`src/sv/bed_pkg.sv`:
```
// Shared types and constants for the button event detector.
// Depends on nothing; imported by the top level.
package bed_pkg;

  // Debounce window: pressed once the counter reaches Window, saturates at 2*Window-1.
  localparam int Window = 4;
  localparam int DbW    = $clog2(2 * Window);
  localparam int DbTop  = 2 * Window - 1;

  // Event queue depth and its pointer/count widths.
  localparam int QDepth = 4;
  localparam int QPtrW  = $clog2(QDepth);
  localparam int QCntW  = $clog2(QDepth + 1);

  localparam int CfgIdxW  = 2;
  localparam int CfgDataW = 32;

  typedef enum logic [CfgIdxW-1:0] {
    CFG_ACTIVE_LEVEL = 2'd0,
    CFG_TICK_STEP    = 2'd1,
    CFG_LONG_THRESH  = 2'd2,
    CFG_CLICK_TMO    = 2'd3
  } cfg_index_e;

  typedef enum logic [2:0] {
    EV_DOWN         = 3'd0,
    EV_UP           = 3'd1,
    EV_LONG_START   = 3'd2,
    EV_LONG_HOLD    = 3'd3,
    EV_LONG_RELEASE = 3'd4,
    EV_SINGLE       = 3'd5,
    EV_DOUBLE       = 3'd6,
    EV_MULTI        = 3'd7
  } event_code_e;

  typedef enum logic [1:0] {
    PH_IDLE = 2'd0,
    PH_HELD = 2'd1,
    PH_WAIT = 2'd2
  } phase_e;

  typedef struct packed {
    event_code_e code;
    logic [7:0]  clicks;
    logic        last;
  } event_t;

endpackage

```
`src/sv/button_event_detector.sv`:
```
// Top level of the button event detector: debounce, press timing and click decode.
// Depends on bed_pkg for event codes, phase encoding and queue sizing.

// Button event detector. Each request on the input channel carries one raw pin
// sample; the block advances its own 32-bit tick by tick_step, debounces the
// level with a saturating up/down counter, and reports down, up, long start,
// long hold, long release and single/double/multiple click events on the output
// channel, at most two per sample, the final one flagged by last_o. A sample is
// taken in a cycle in which it is offered and in_ready_o is high, and is fully
// processed in that cycle: state updates and its events land in a four-entry
// event queue. The queue drains one event per cycle while out_ready_i is high,
// so the input accepts a sample every cycle as long as the queue holds two
// entries or fewer; samples yielding one event or none run at one per cycle,
// and two-event samples outrun the single-event read port until in_ready_o
// stalls them. cfg_we_i writes take effect on the next cycle; no read-back.
module button_event_detector (
  input  logic                         clk_i,
  input  logic                         rst_ni,
  input  logic                         cfg_we_i,
  input  logic [bed_pkg::CfgIdxW-1:0]  cfg_index_i,
  input  logic [bed_pkg::CfgDataW-1:0] cfg_data_i,
  input  logic                         in_valid_i,
  output logic                         in_ready_o,
  input  logic                         level_i,
  output logic                         out_valid_o,
  input  logic                         out_ready_i,
  output logic [2:0]                   event_code_o,
  output logic [7:0]                   click_total_o,
  output logic                         last_o
);
  import bed_pkg::*;

  // Configuration registers.
  logic        active_level_q;
  logic [15:0] tick_step_q;
  logic [31:0] long_thresh_q;
  logic [31:0] click_tmo_q;

  // Detector state.
  logic [31:0]    tick_q, tick_d;
  logic [DbW-1:0] db_q, db_d;
  phase_e         phase_q, phase_d;
  logic           long_q, long_d;
  logic [31:0]    down_q, down_d;
  logic [31:0]    up_q, up_d;
  logic [7:0]     clicks_q, clicks_d;

  // Event queue.
  event_t           q_mem [QDepth];
  logic [QPtrW-1:0] wr_ptr_q, rd_ptr_q;
  logic [QCntW-1:0] cnt_q, cnt_d;

  logic        accept, pop, pressed;
  logic [1:0]  n_ev;
  event_t      ev0, ev1;
  logic [31:0] held_time, rel_time;

  assign accept     = in_valid_i && in_ready_o;
  assign pop        = out_valid_o && out_ready_i;
  // Take a new sample only while the queue has room for two events.
  assign in_ready_o = (cnt_q <= QCntW'(QDepth - 2));

  always_ff @(posedge clk_i or negedge rst_ni) begin
    if (!rst_ni) begin
      active_level_q <= 1'b0;
      tick_step_q    <= 16'd10;
      long_thresh_q  <= 32'd1000;
      click_tmo_q    <= 32'd300;
    end else if (cfg_we_i) begin
      case (cfg_index_e'(cfg_index_i))
        CFG_ACTIVE_LEVEL: active_level_q <= cfg_data_i[0];
        CFG_TICK_STEP:    tick_step_q    <= cfg_data_i[15:0];
        CFG_LONG_THRESH:  long_thresh_q  <= cfg_data_i;
        CFG_CLICK_TMO:    click_tmo_q    <= cfg_data_i;
        default: ;
      endcase
    end
  end

  // Advance the tick and the debounce counter for this sample.
  always_comb begin
    tick_d = tick_q + {16'd0, tick_step_q};
    db_d   = db_q;
    if (level_i == active_level_q) begin
      if (db_q < DbW'(DbTop)) db_d = db_q + DbW'(1);
    end else if (db_q != '0) begin
      db_d = db_q - DbW'(1);
    end
    pressed   = (db_d >= DbW'(Window));
    held_time = tick_d - down_q;
    rel_time  = tick_d - up_q;
  end

  // Phase transitions and the events they raise.
  always_comb begin
    phase_d  = phase_q;
    long_d   = long_q;
    down_d   = down_q;
    up_d     = up_q;
    clicks_d = clicks_q;
    n_ev     = 2'd0;
    ev0      = '{code: EV_DOWN, clicks: clicks_q, last: 1'b0};
    ev1      = '{code: EV_DOWN, clicks: clicks_q, last: 1'b0};
    if (pressed) begin
      case (phase_q)
        PH_IDLE, PH_WAIT: begin
          down_d = tick_d;
          if (clicks_q != 8'hFF) clicks_d = clicks_q + 8'd1;
          ev0.code = EV_DOWN;
          n_ev     = 2'd1;
          phase_d  = PH_HELD;
        end
        PH_HELD: begin
          if (held_time > long_thresh_q) begin
            if (!long_q) begin
              ev0.code = EV_LONG_START;
              ev1.code = EV_LONG_HOLD;
              n_ev     = 2'd2;
              long_d   = 1'b1;
            end else begin
              ev0.code = EV_LONG_HOLD;
              n_ev     = 2'd1;
            end
          end
        end
        default: ;  // unused phase: hold everything
      endcase
    end else begin
      case (phase_q)
        PH_HELD: begin
          up_d     = tick_d;
          ev0.code = EV_UP;
          ev1.code = EV_LONG_RELEASE;
          n_ev     = long_q ? 2'd2 : 2'd1;
          phase_d  = PH_WAIT;
          down_d   = '0;
        end
        PH_WAIT: begin
          if (rel_time > click_tmo_q) begin
            // A flagged long press suppresses the click report.
            if (!long_q) begin
              if (clicks_q == 8'd1) begin
                ev0.code = EV_SINGLE;
                n_ev     = 2'd1;
              end else if (clicks_q == 8'd2) begin
                ev0.code = EV_DOUBLE;
                n_ev     = 2'd1;
              end else if (clicks_q > 8'd2) begin
                ev0.code = EV_MULTI;
                n_ev     = 2'd1;
              end
            end
            up_d     = '0;
            clicks_d = '0;
            phase_d  = PH_IDLE;
          end
        end
        default: begin
          phase_d = PH_IDLE;
          long_d  = 1'b0;
        end
      endcase
    end
    // Down reports the count after this press; every other event the count it sees.
    if (!(phase_q == PH_WAIT && !pressed)) begin
      ev0.clicks = clicks_d;
      ev1.clicks = clicks_d;
    end
    ev0.last = (n_ev == 2'd1);
    ev1.last = 1'b1;
  end

  always_ff @(posedge clk_i or negedge rst_ni) begin
    if (!rst_ni) begin
      tick_q   <= '0;
      db_q     <= '0;
      phase_q  <= PH_IDLE;
      long_q   <= 1'b0;
      down_q   <= '0;
      up_q     <= '0;
      clicks_q <= '0;
    end else if (accept) begin
      tick_q   <= tick_d;
      db_q     <= db_d;
      phase_q  <= phase_d;
      long_q   <= long_d;
      down_q   <= down_d;
      up_q     <= up_d;
      clicks_q <= clicks_d;
    end
  end

  // Queue occupancy: push up to two, pop one.
  always_comb begin
    cnt_d = cnt_q;
    if (accept) cnt_d = cnt_d + QCntW'(n_ev);
    if (pop)    cnt_d = cnt_d - QCntW'(1);
  end

  always_ff @(posedge clk_i or negedge rst_ni) begin
    if (!rst_ni) begin
      wr_ptr_q <= '0;
      rd_ptr_q <= '0;
      cnt_q    <= '0;
    end else begin
      cnt_q <= cnt_d;
      if (accept) wr_ptr_q <= wr_ptr_q + QPtrW'(n_ev);
      if (pop)    rd_ptr_q <= rd_ptr_q + QPtrW'(1);
    end
  end

  always_ff @(posedge clk_i) begin
    if (accept && n_ev != 2'd0) q_mem[wr_ptr_q] <= ev0;
    if (accept && n_ev == 2'd2) q_mem[wr_ptr_q + QPtrW'(1)] <= ev1;
  end

  assign out_valid_o   = (cnt_q != '0);
  assign event_code_o  = q_mem[rd_ptr_q].code;
  assign click_total_o = q_mem[rd_ptr_q].clicks;
  assign last_o        = q_mem[rd_ptr_q].last;

`ifndef SYNTH
  a_q_bound : assert property (@(posedge clk_i) disable iff (!rst_ni)
    cnt_q <= QCntW'(QDepth))
    else $error("event queue overflow");

  a_ready_room : assert property (@(posedge clk_i) disable iff (!rst_ni)
    in_ready_o |-> (cnt_q <= QCntW'(QDepth - 2)))
    else $error("sample accepted without room for two events");

  a_db_bound : assert property (@(posedge clk_i) disable iff (!rst_ni)
    db_q <= DbW'(DbTop))
    else $error("debounce counter beyond saturation");

  a_ptr_gap : assert property (@(posedge clk_i) disable iff (!rst_ni)
    (wr_ptr_q - rd_ptr_q) == QPtrW'(cnt_q))
    else $error("queue pointers disagree with count");

  a_held_stamp : assert property (@(posedge clk_i) disable iff (!rst_ni)
    (accept && phase_q == PH_HELD && !pressed) |=> (down_q == '0 && phase_q == PH_WAIT))
    else $error("release did not clear down stamp");
`endif

endmodule
```
`config.mk`:
```
export PLATFORM = sky130hd
export DESIGN_NAME = button_event_detector
export DESIGN_NICKNAME = d
export VERILOG_FILES = /design/src/sv/bed_pkg.sv /design/src/sv/button_event_detector.sv
export SDC_FILE = /design/constraint.sdc
export NUM_CORES = 1
export LEC_CHECK = 0
export ABC_CLOCK_PERIOD_IN_PS = 13200
export BUFFER_PORTS_ARGS = -buffer_cell sky130_fd_sc_hd__buf_2
export CORE_MARGIN = 10
export CORE_UTILIZATION = 40
export DETAILED_ROUTE_END_ITERATION = 8
export PLACE_DENSITY = 0.63
export REMOVE_ABC_BUFFERS = 1
export SLEW_MARGIN = 10
export SYNTH_ARGS = -nofsm -noshare
export SYNTH_HDL_FRONTEND = slang
export SYNTH_SLANG_ARGS = --single-unit
export TNS_END_PERCENT = 50
```
`constraint.sdc`:
```
create_clock -name clk_i -period 13.2 [get_ports clk_i]
set_input_delay 1.98 -clock clk_i [delete_from_list [all_inputs] [get_ports clk_i]]
set_output_delay 1.98 -clock clk_i [all_outputs]
set_load 0.01 [all_outputs]
```
# ---- Word-level counts from Yosys, hierarchy flattened
# Memories as Yosys holds them, arrays and structs flattened.
# Index checks and enable logic that the tools add are counted.
# W data, S select, Z words.
dict set report totals {
  in_bits 40
  mem_bits_rw 48
  wordCells 127
  out_inout_bits 14
  n_memories 1
  regBits 198
}
# memory words word_bits read_ports rd_clocked_by_memory_dff write_ports line
set memory_table {}
lappend memory_table {q_mem 4 12 1 0 2 button_event_detector.sv:49} ;# event_t q_mem [QDepth];
dict set report op_classes {
  n_bitwise 1
  order_cmp 6
  eq_ne 17
  addsub 11
  n_reduce_logical 23
  mux 54
}
# operator n
set op_table {}
lappend op_table {{$mux W32} 4}
lappend op_table {{$gt A32 B32 Y1} 2}
lappend op_table {{$pmux W32 S2} 1}
lappend op_table {{$sub A32 B32 Y32} 2}
lappend op_table {{$mux W8} 6}
lappend op_table {{$mux W3} 13}
lappend op_table {{$add A32 B16 Y32} 1}
lappend op_table {{$mux W2} 12}
lappend op_table {{$mux W1} 14}
lappend op_table {{$pmux W2 S2} 3}
lappend op_table {{$add A8 B1 Y8 const B} 1}
lappend op_table {{$eq A2 B2 Y1 const B} 4}
lappend op_table {{$eq A8 B1 Y1 const B} 1}
lappend op_table {{$eq A8 B2 Y1 const B} 1}
lappend op_table {{$gt A8 B2 Y1 const B} 1}
lappend op_table {{$ne A2 B1 Y1 const B} 4}
lappend op_table {{$ne A8 B8 Y1 const B} 1}
lappend op_table {{$reduce_and A2 Y1} 4}
lappend op_table {{$reduce_and A4 Y1} 2}
lappend op_table {{$eq A2 B1 Y1 const B} 3}
lappend op_table {{$pmux W3 S2} 1}
lappend op_table {{$reduce_and A3 Y1} 2}
lappend op_table {{$reduce_bool A2 Y1} 3}
lappend op_table {{$reduce_bool A3 Y1} 2}
lappend op_table {{16 further kinds} 24}

# ---- Logic depth before layout (Yosys ltp)
# Gate-level depths: netlist of the first run.
dict set report depth {
  word_depth 12
  ltp_mapped 36
  ltp_nobuf 36
}

# ---- Worst setup path after synthesis of the first run
# Ideal clock, no wire load.
dict set report synth_timing {
  path_kind {register -> register}
  from {register tick_step_q[1]}
  to {register cnt_q[2]}
  synth_period_minus_slack_ns 7.487
  path_slack_ns 5.713
  t_required_ns 13.072
  stages_incl_launch_ff 34
  arrival_time_ns 7.360
  setup_ns 0.128
  path_buffers 0
  path_cell_list {dfstp_2 > inv_1 > fa_1 > nor2b_1 > o21ai_0 > a211o_1 > a311oi_1 > o31ai_1 > and2_1 > nor3_1 > xnor2_1 > inv_1 > ha_1 > inv_1 > or4_1 > o211ai_1 > and4b_1 > nor2_1 > a211oi_1 > xor2_1 > ha_1 > a21oi_1 > o21ai_0 > a211oi_1 > o21ai_0 > a221oi_1 > a211oi_1 > a211o_1 > ha_1 > fa_1 > mux2i_1 > ha_1 > nand2_1 > xor2_1}
}
dict set report synth_via {
  elab_chain_cells 10
  elab_cells_between_ends 14
  cone_classes {add/sub: 5; order compare: 2; mux: 7}
}
# element line
set synth_rtl {}
lappend synth_rtl {{start, declared} button_event_detector.sv:35} ;# logic [15:0] tick_step_q;
lappend synth_rtl {{start signal, assigned} button_event_detector.sv:72} ;# CFG_TICK_STEP: tick_step_q <= cfg_data_i[15:0];
lappend synth_rtl {{$add A32 B16 Y32 *} button_event_detector.sv:82} ;# tick_d = tick_q + {16'd0, tick_step_q};
lappend synth_rtl {{via tick_d[18]} button_event_detector.sv:40} ;# logic [31:0] tick_q, tick_d;
lappend synth_rtl {{$sub A32 B32 Y32, on equally long branches} {button_event_detector.sv:91, button_event_detector.sv:90}}
lappend synth_rtl {{$gt A32 B32 Y1, on equally long branches} {button_event_detector.sv:139, button_event_detector.sv:114}}
lappend synth_rtl {{$mux W1 or $mux W2 (tied branches)} {button_event_detector.sv:139, button_event_detector.sv:114}}
lappend synth_rtl {{$pmux W2 S2, on equally long branches} {button_event_detector.sv:129, button_event_detector.sv:105}}
lappend synth_rtl {{$mux W2 *} button_event_detector.sv:104} ;# if (pressed) begin
lappend synth_rtl {{$add A3 B2 Y3 *} button_event_detector.sv:196} ;# if (accept) cnt_d = cnt_d + QCntW'(n_ev);
lappend synth_rtl {{$mux W3 *} button_event_detector.sv:196}
lappend synth_rtl {{$sub A3 B1 Y3} button_event_detector.sv:197} ;# if (pop) cnt_d = cnt_d - QCntW'(1);
lappend synth_rtl {{$mux W3 *} button_event_detector.sv:197}
lappend synth_rtl {{via cnt_d[2]} button_event_detector.sv:51} ;# logic [QCntW-1:0] cnt_q, cnt_d;
lappend synth_rtl {{end signal, assigned} button_event_detector.sv:206} ;# cnt_q <= cnt_d;
lappend synth_rtl {{end, declared} button_event_detector.sv:51}
# The timed path passes the listed nets; every way through them passes the cells marked *.
# A chain may end at the register's enable or synchronous reset.

# ---- Final worst setup path of the first run
# Ends and elaborated chain as after synthesis.

==> results of run 1 <==
[worst max-delay path by stage]
stage | from | cells after the start | slack (ns) | endpoint
2_1_floorplan | tick_step_q[1] | 33 | 5.71 | cnt_q[2]
3_3_place_gp | tick_step_q[1] | 30 | 4.32 | cnt_q[2]
3_5_place_dp | tick_step_q[1] | 30 | 4.29 | cnt_q[2]
4_1_cts | tick_step_q[1] | 30 | 4.25 | cnt_q[2]
5_1_grt | tick_step_q[1] | 31 | 3.46 | cnt_q[2]
6_report | tick_step_q[1] | 31 | 4.18 | cnt_q[2]
[sequential cells by signal, summed over array words and instances (netlist names), 2 cells and up]
register	count
q_mem	48
click_tmo_q	32
down_q	32
long_thresh_q	32
tick_q	32
up_q	32
tick_step_q	16
clicks_q	8
cnt_q	3
db_q	3
phase_q	2
rd_ptr_q	2
wr_ptr_q	2
[synthesized netlist by cell type, drive strengths merged, types with 10 or more instances]
master and number:
o21a 10, and3 11, a31oi 10, a21oi 94
dfrtp 186, nor2 113, ha 155, xor2 26
buf 10, nand2b 11, dfstp 12, nor3 33
mux4 13, nand3 39, o22ai 10, a22o 33
and2 11, xnor2 83, clkbuf 34, nor2b 13
nand4 15, a211oi 13, o21ai 92, o31ai 11
inv 189, a21o 43, o21bai 13, edfxtp 44
nand2 157, mux2 84
[cells by family after synthesis]
group / share of synthesized area
multiplexers: 0.0801
XOR/XNOR: 0.0594
flip-flops: 0.393
AO/OA/AOI/OAI: 0.162
adder cells (fa/ha/maj): 0.125
AND/OR/NAND/NOR: 0.126
buffers and inverters: 0.0547
[through the flow]
stage                     hold WS, ns  area [um^2]
final                           0.478        18100
after global placement          0.462        17000
after detailed placement        0.468        17000
after CTS                       0.483        18100
after floorplan                 0.447        16000
after global routing            0.501        18100
[cell type report]
cell class	count	area (um^2)
clock buffers	36	802
well taps	525	657
fillers	3717	21800
flip-flops and latches	246	6370
clock inverters	16	279
multi-input cells	1206	8970
repair buffers	61	334
inverters	191	717
[routing by layer]
layer | up-vias | GRT usage | part of all wire | routed length [um]
li1 | 6052 | - | - | -
met1 | 5993 | 0.209 | 0.45 | 18300
met2 | 289 | 0.272 | 0.47 | 19100
met3 | 55 | 0.0277 | 0.052 | 2100
met4 | 0 | 0.0460 | 0.023 | 923
met5 | - | 0 | 0 | 0
[tightest hold or removal path, cell delays in order (launching register included)]
cell and delay, ns:
dfrtp_1 0.34, nand2_1 0.04, o21ai_0 0.06
==> flow_summary_export.csv, run 1 <==
group,metric,value,unit
logic_synthesis,netlist_instances,1687,
global_routing,antenna_found_initial,0,
floorplan,num_rows,73,
placement,place_inst,2229,
placement,post-place-ws,4.29,ns
timing,max-slew-margin-rel,0.230,
setup_path,worstRegToRegCells,31,
timing,hold_viol,0,
setup_path,crit_fanout,7,
floorplan,fp.dieH,221,um
timing,worst_pin_slew,1.15,ns
setup_path,cp_slowest_cell,"a221oi_1",
clock_network,cts.reportedPaths.clkPinSlew,0.06,ns
placement,gp_routability_congestion,0.937,
timing,clock_skew,0.0101,ns
final_layout,drive_gt1_frac,0.137,
final_layout,fin_nets,1933,
floorplan,core_area,39900,um^2
timing,setup_slack,4.18,ns
floorplan,pin_count,54,
timing,setup_viol,0,
global_routing,grt_max_degree,93,
setup_path,crit_top_cell,"ha_1",
setup_path,critPathMaxStageDelay,0.71,ns
final_layout,diodes,0,
clock_network,cts_buffer_depth,3,
detailed_routing,antenna_left,0,
logic_synthesis,yosysTopAreaCell,"dfrtp_1",
logic_synthesis,synthFlopType,"dfrtp_1",
clock_network,hold_buffers,0,
placement,portBuffers,53,
timing,clock.fmax,0.111,GHz
logic_synthesis,synth_edf_count,44,
clock_network,cts-resized-gates,0,
clock_network,cts_buffers,28,
final_layout,fin_cells,2281,
floorplan,start_util,0.406,
final_layout,final_common_cell,"inv_1",
logic_synthesis,synth_seq_cells,246,
detailed_routing,vias_per_cell,5.43,
floorplan,die_width,221,um
clock_network,clock-root-buffer,"clkbuf_16",
detailed_routing,drc,0,
global_routing,grt_pass1_vias,12400,
detailed_routing,avgRoutedWirePerCell,17.8,um
min_path,hold_depth,2,
detailed_routing,dr.pass1.iters,5,
timing,grt_setup_unrepaired,"false",
setup_path,path_buf_inv,2,
clock_network,cts_sinks,246,
global_routing,gr-total-overflow,0,
timing,maxSlewViolCount,0,
setup_path,r2r_start,"tick_step_q[1]",
clock_network,post_cts_buffers,0,
logic_synthesis,synth_top_area_frac,0.287,
detailed_routing,dr.first_iter.drc_count,755,
min_path,min_to,"down_q[18]",
setup_path,arrival,9.45,ns
detailed_routing,wl,40500,um
setup_path,critPathLaunchType,"flop",
final_layout,final_cell_mix,"189 x inv_1, 186 x dfrtp_1, 156 x nand2_1, 155 x ha_1, 113 x nor2_1",
placement,dp_hpwl,30800,um
final_layout,fin_util,0.454,
setup_path,endpoint_kind,"flop",
logic_synthesis,synth_area_leaders,"dfrtp_1 29%, ha_1 12%, edfxtp_1 8.2%, mux2_2 5.8%, xnor2_1 4.5%",
logic_synthesis,syn_area,16200,um^2
min_path,hold_start,"down_q[18]",
min_path,hold_path_class,"flop to flop",
setup_path,path_class,"flop to flop",
logic_synthesis,synthArstFlopShare,0.805,
clock_network,htreeDepth,1,
logic_synthesis,yosys_warnings,0,
setup_path,r2r-end,"cnt_q[2]",
run,max-cap-violations,0,
clock_network,worstSkewPairLatency,0.56,ns
logic_synthesis,yosysSeqAreaShare,0.393,
clock_network,cts_tree,"done",
setup_path,rrSetupSlack,4.18,ns
global_routing,grt_pass1_wl,66000,um
setup_path,crit_family,"compound AO/OA/AOI/OAI gates",
timing,fin_crit_sh,0.683,
timing,finalSetupTns,0,ns
global_routing,grt.total_usage,0.162,
detailed_routing,vias,12400,
timing,post-route-min-period,9.02,ns
final_layout,area.growth.synth_to_final,11.9,%
setup_path,crit_required,13.64,ns
floorplan,dieArea,49000,um^2
logic_synthesis,netlist-cell-type-count,77,
outcome,status,"complete, no violations",
logic_synthesis,syn_avg_cell_area,9.61,um^2
Power of run 1 is left out: the tool's default activity adds up to more than one toggle a clock period on the data nets, which glitch-free logic cannot reach.
==> run 2, diff against run 1 <==
--- a/config.mk
+++ b/config.mk
@@ -5,7 +5,7 @@
 export SDC_FILE = /design/constraint.sdc
 export NUM_CORES = 1
 export LEC_CHECK = 0
-export ABC_CLOCK_PERIOD_IN_PS = 13200
+export ABC_CLOCK_PERIOD_IN_PS = 9190
 export BUFFER_PORTS_ARGS = -buffer_cell sky130_fd_sc_hd__buf_2
 export CORE_MARGIN = 10
 export CORE_UTILIZATION = 40
==> constraint.sdc (replaced) <==
create_clock -name clk_i -period 9.19 [get_ports clk_i]
set_input_delay 1.3785 -clock clk_i [delete_from_list [all_inputs] [get_ports clk_i]]
set_output_delay 1.3785 -clock clk_i [all_outputs]
set_load 0.01 [all_outputs]
==> run 2 against run 1 <==
Via count down 0.22%. Clock-buffer cell count down 1. Sequential share of layout area up 0.071 points. Flip-flop and latch count unchanged. Wire length up 0.36%. Non-clock buffer count up 6. Maximum frequency up 2.3%. Critical endpoint unchanged. Largest cell class unchanged.
==> flow_summary_export.csv, run 2 (same netlist as run 1, synthesis figures left out) <==
group,metric,value,unit
clock_network,clock-root-buffer,"clkbuf_16",
detailed_routing,vias_per_cell,5.40,
floorplan,num_rows,73,
placement,place_inst,2235,
setup_path,endpoint_kind,"flop",
global_routing,gr-total-overflow,0,
timing,post-route-min-period,8.81,ns
global_routing,antenna_found_initial,0,
global_routing,grt.total_usage,0.163,
setup_path,critPathMaxStageDelay,0.62,ns
timing,fin_crit_sh,0.959,
clock_network,cts_buffers,29,
timing,clock.fmax,0.114,GHz
timing,hold_viol,0,
clock_network,cts_buffer_depth,3,
timing,finalSetupTns,0,ns
setup_path,cp_slowest_cell,"a311oi_1",
detailed_routing,dr.pass1.iters,5,
detailed_routing,avgRoutedWirePerCell,17.8,um
setup_path,r2r_start,"tick_step_q[1]",
setup_path,arrival,9.26,ns
floorplan,die_width,221,um
floorplan,dieArea,49000,um^2
clock_network,cts_sinks,246,
final_layout,drive_gt1_frac,0.138,
timing,clock_skew,0.0232,ns
final_layout,final_cell_mix,"189 x inv_1, 186 x dfrtp_1, 157 x nand2_1, 155 x ha_1, 113 x nor2_1",
global_routing,grt_max_degree,70,
final_layout,largest_reg_flops,48,
outcome,status,"complete, no violations",
final_layout,final_common_cell,"inv_1",
timing,max-slew-margin-rel,0.230,
min_path,min_to,"tick_q[13]",
floorplan,start_util,0.406,
clock_network,htreeDepth,1,
final_layout,regMostFlops,"q_mem",
detailed_routing,antenna_left,0,
min_path,hold_start,"tick_q[13]",
final_layout,fin_nets,1940,
placement,gp_routability_congestion,0.911,
placement,post-place-ws,0.603,ns
setup_path,crit_fanout,5,
timing,setup_viol,0,
timing,maxSlewViolCount,0,
final_layout,fin_cells,2289,
placement,portBuffers,53,
final_layout,fillers,3721,
setup_path,crit_top_cell,"ha_1",
clock_network,hold_buffers,0,
timing,worst_pin_slew,1.15,ns
clock_network,post_cts_buffers,0,
floorplan,pin_count,54,
detailed_routing,dr.first_iter.drc_count,760,
clock_network,cts.reportedPaths.clkPinSlew,0.06,ns
setup_path,path_class,"flop to flop",
detailed_routing,drc,0,
setup_path,critPathLaunchType,"flop",
floorplan,core_area,39900,um^2
min_path,hold_depth,2,
detailed_routing,vias,12400,
global_routing,grt_pass1_vias,12600,
clock_network,worstSkewPairLatency,0.57,ns
setup_path,worstRegToRegCells,32,
setup_path,rrSetupSlack,0.38,ns
timing,grt_setup_unrepaired,"false",
timing,setup_slack,0.380,ns
run,max-cap-violations,0,
final_layout,fin_util,0.453,
clock_network,cts_tree,"done",
floorplan,fp.dieH,221,um
global_routing,grt_pass1_wl,66700,um
setup_path,crit_required,9.63,ns
placement,dp_hpwl,30700,um
final_layout,diodes,0,
min_path,hold_path_class,"flop to flop",
detailed_routing,wl,40600,um
setup_path,r2r-end,"cnt_q[2]",
final_layout,area.growth.synth_to_final,11.7,%
[run 2: cell type report]
class	count	area, um^2	area share
clock inverters	19	250	0.0138
inverters	191	717	0.0396
multi-input cells	1206	8970	0.496
clock buffers	35	748	0.0414
flip-flops and latches	246	6370	0.352
well taps	525	657	0.0363
repair buffers	67	379	0.0210
[run 2: layer usage]
| metal | up-vias | wire length, um | global-route usage | part of all wire |
|---|---|---|---|---|
| met5 | - | 0 | 0 | 0 |
| met4 | 0 | 995 | 0.0482 | 0.024 |
| met3 | 67 | 1910 | 0.0244 | 0.047 |
| met2 | 274 | 19400 | 0.278 | 0.48 |
| met1 | 5956 | 18400 | 0.210 | 0.45 |
| li1 | 6065 | - | - | - |
[run 2: how the worst max path moves through the flow]
stage | start | slack (ns) | to
floorplan | tick_step_q[1] | 1.70 | cnt_q[2]
global placement | tick_step_q[1] | 0.82 | cnt_q[2]
detailed placement | tick_step_q[1] | 0.60 | cnt_q[2]
CTS | tick_step_q[1] | 0.59 | cnt_q[2]
global route | tick_step_q[0] | 0.01 | q_mem[3][2]
finish | tick_step_q[1] | 0.38 | cnt_q[2]
[run 2: critical path: cells and delay by family, from the launching register on]
kind | cells | cell delay (ns)
buf+inv | 3 | 0.23
xor+xnor | 3 | 0.52
flops | 1 | 0.54
simple gates | 9 | 2.42
compound gates | 10 | 2.80
fa+ha+maj | 6 | 1.97
mux | 1 | 0.21
[run 2: what timing repair did]
item                       4_1_cts  5_1_grt
hold endpoints to repair         0        0
resized for setup                0        1
setup endpoints to repair        0       12
[run 2: stage by stage]
stage                     hold WS [ns]  cell area, um^2
after floorplan                  0.447            16000
after global placement           0.461            17100
after detailed placement         0.472            17100
after CTS                        0.485            18100
after global routing             0.507            18100
final                            0.482            18100
Power of run 2 is left out for the same reason.
==> run 3, diff against run 2 <==
--- a/config.mk
+++ b/config.mk
@@ -6,7 +6,8 @@
 export NUM_CORES = 1
 export LEC_CHECK = 0
 export ABC_CLOCK_PERIOD_IN_PS = 9190
-export BUFFER_PORTS_ARGS = -buffer_cell sky130_fd_sc_hd__buf_2
+export BUFFER_PORTS_ARGS = -buffer_cell sky130_fd_sc_hd__buf_4
+export CAP_MARGIN = 30
 export CORE_MARGIN = 10
 export CORE_UTILIZATION = 40
 export DETAILED_ROUTE_END_ITERATION = 8
==> run 3 against run 2 <==
Critical path depth unchanged. Global-route usage down 0.19 points. Die area unchanged. Core utilization up 0.54 points. Clock-buffer cell count down 1. Worst hold slack worse by 0.0038 ns. Clock skew down 0.014 ns. Maximum frequency up 1.7%. Sequential share of layout area down 0.41 points. Largest cell class unchanged. Critical path type unchanged. Flip-flop and latch count unchanged.
==> flow_summary_export.csv, run 3 (same netlist as run 1, synthesis figures left out) <==
group,metric,value,unit
clock_network,cts_tree,"done",
final_layout,largest_reg_flops,48,
timing,hold_viol,0,
floorplan,dieArea,49000,um^2
final_layout,final_common_cell,"inv_1",
detailed_routing,avgRoutedWirePerCell,17.5,um
final_layout,drive_gt1_frac,0.139,
floorplan,fp.dieH,221,um
detailed_routing,dr.first_iter.drc_count,851,
clock_network,clock-root-buffer,"clkbuf_16",
timing,setup_slack,0.530,ns
global_routing,grt.total_usage,0.161,
timing,clock.fmax,0.115,GHz
setup_path,r2r_start,"tick_step_q[1]",
final_layout,diodes,0,
final_layout,final_cell_mix,"189 x inv_1, 186 x dfrtp_1, 157 x nand2_1, 155 x ha_1, 113 x nor2_1",
setup_path,cp_slowest_cell,"or4_1",
final_layout,area.growth.synth_to_final,13.0,%
timing,max-slew-margin-rel,0.448,
global_routing,grt_use_met3,0.0199,
global_routing,grt_pass1_wl,66100,um
global_routing,grtUsageMet1,0.212,
timing,whs,0.478,ns
timing,fin_crit_sh,0.942,
setup_path,endpoint_kind,"flop",
global_routing,grt_max_degree,73,
detailed_routing,wl,40100,um
setup_path,rrSetupSlack,0.53,ns
clock_network,cts_buffers,28,
clock_network,cts.reportedPaths.clkPinSlew,0.06,ns
setup_path,crit_start,"tick_step_q[1]",
global_routing,grt_busiest_layer,"met2",
outcome,status,"complete, no violations",
global_routing,gr-total-overflow,0,
detailed_routing,vias_per_cell,5.41,
timing,maxSlewViolCount,0,
setup_path,critPathLaunchType,"flop",
detailed_routing,antenna_left,0,
timing,grt_setup_unrepaired,"false",
placement,post-place-ws,0.600,ns
setup_path,r2r-end,"cnt_q[2]",
final_layout,regMostFlops,"q_mem",
timing,worst_pin_slew,0.827,ns
timing,finalSetupTns,0,ns
setup_path,critPathMaxStageDelay,0.56,ns
timing,post-route-min-period,8.66,ns
floorplan,pin_count,54,
detailed_routing,vias,12400,
run,max-cap-violations,0,
setup_path,worstRegToRegCells,32,
clock_network,htreeDepth,1,
detailed_routing,dr.pass1.iters,5,
setup_path,crit_required,9.63,ns
placement,dp_hpwl,30800,um
min_path,hold_path_class,"flop to flop",
timing,clock_skew,0.00910,ns
clock_network,worstSkewPairLatency,0.56,ns
timing,setup_viol,0,
floorplan,num_rows,73,
global_routing,gr-usage-met2,0.274,
setup_path,arrival,9.10,ns
placement,gp_routability_congestion,0.911,
clock_network,cts_sinks,246,
global_routing,grt_pass1_vias,12600,
detailed_routing,drc,0,
global_routing,antenna_found_initial,0,
clock_network,cts_buffer_depth,3,
setup_path,path_class,"flop to flop",
setup_path,crit_fanout,5,
setup_path,crit_end,"cnt_q[2]",
floorplan,die_width,221,um
setup_path,crit_top_cell,"ha_1",
placement,portBuffers,53,
final_layout,fin_nets,1943,
floorplan,core_area,39900,um^2
floorplan,start_util,0.406,
[run 3: how the worst min path moves through the flow]
stage	start	endpoint	slack (ns)	cells after the start
finish	up_q[20]	up_q[20]	0.48	2
global route	up_q[20]	up_q[20]	0.49	2
CTS	tick_q[3]	tick_q[3]	0.48	2
detailed placement	tick_q[3]	tick_q[3]	0.47	2
global placement	tick_q[13]	tick_q[13]	0.46	2
floorplan	q_mem[0][0]	q_mem[0][0]	0.45	2
[run 3: final cells by class]
| cell class | count | area [um^2] |
|---|---|---|
| Tap cell | 525 | 657 |
| Sequential cell | 246 | 6370 |
| Timing Repair Buffer | 71 | 607 |
| Fill cell | 3718 | 21600 |
| Multi-Input combinational cell | 1206 | 8970 |
| Inverter | 191 | 717 |
| Clock buffer | 34 | 744 |
| Clock inverter | 18 | 241 |
[run 3: per-layer routing]
layer	share of wire	vias to the layer above	routed length, um
met5	0	-	0
met4	0.018	0	710
met3	0.042	46	1680
met2	0.48	268	19200
met1	0.46	6005	18500
li1	-	6079	-
[run 3: metrics by stage]
stage          area (um^2)  utilization  std cells
4_1_cts              18300        0.457       2289
5_1_grt              18300        0.459       2291
2_1_floorplan        16000            -       1643
3_3_place_gp         17200        0.431       2235
3_5_place_dp         17300        0.433       2237
6_report             18300        0.459       2291
[run 3: critical path, delay by kind of cell, from the launching register on]
kind / cells / cell delay [ns]
and+or+nand+nor: 9 / 2.40
adders and majority gates: 6 / 1.96
DFF: 1 / 0.54
buffers and inverters: 3 / 0.25
xor gates and xnor gates: 3 / 0.51
muxes: 1 / 0.20
AOI/OAI and AO/OA: 10 / 2.70
[run 3: timing repair]
item	in CTS	in global routing
setup endpoints to repair	0	1
buffers inserted	0	0
hold buffers	0	0
gates resized for setup	0	1
Power of run 3 is left out for the same reason.
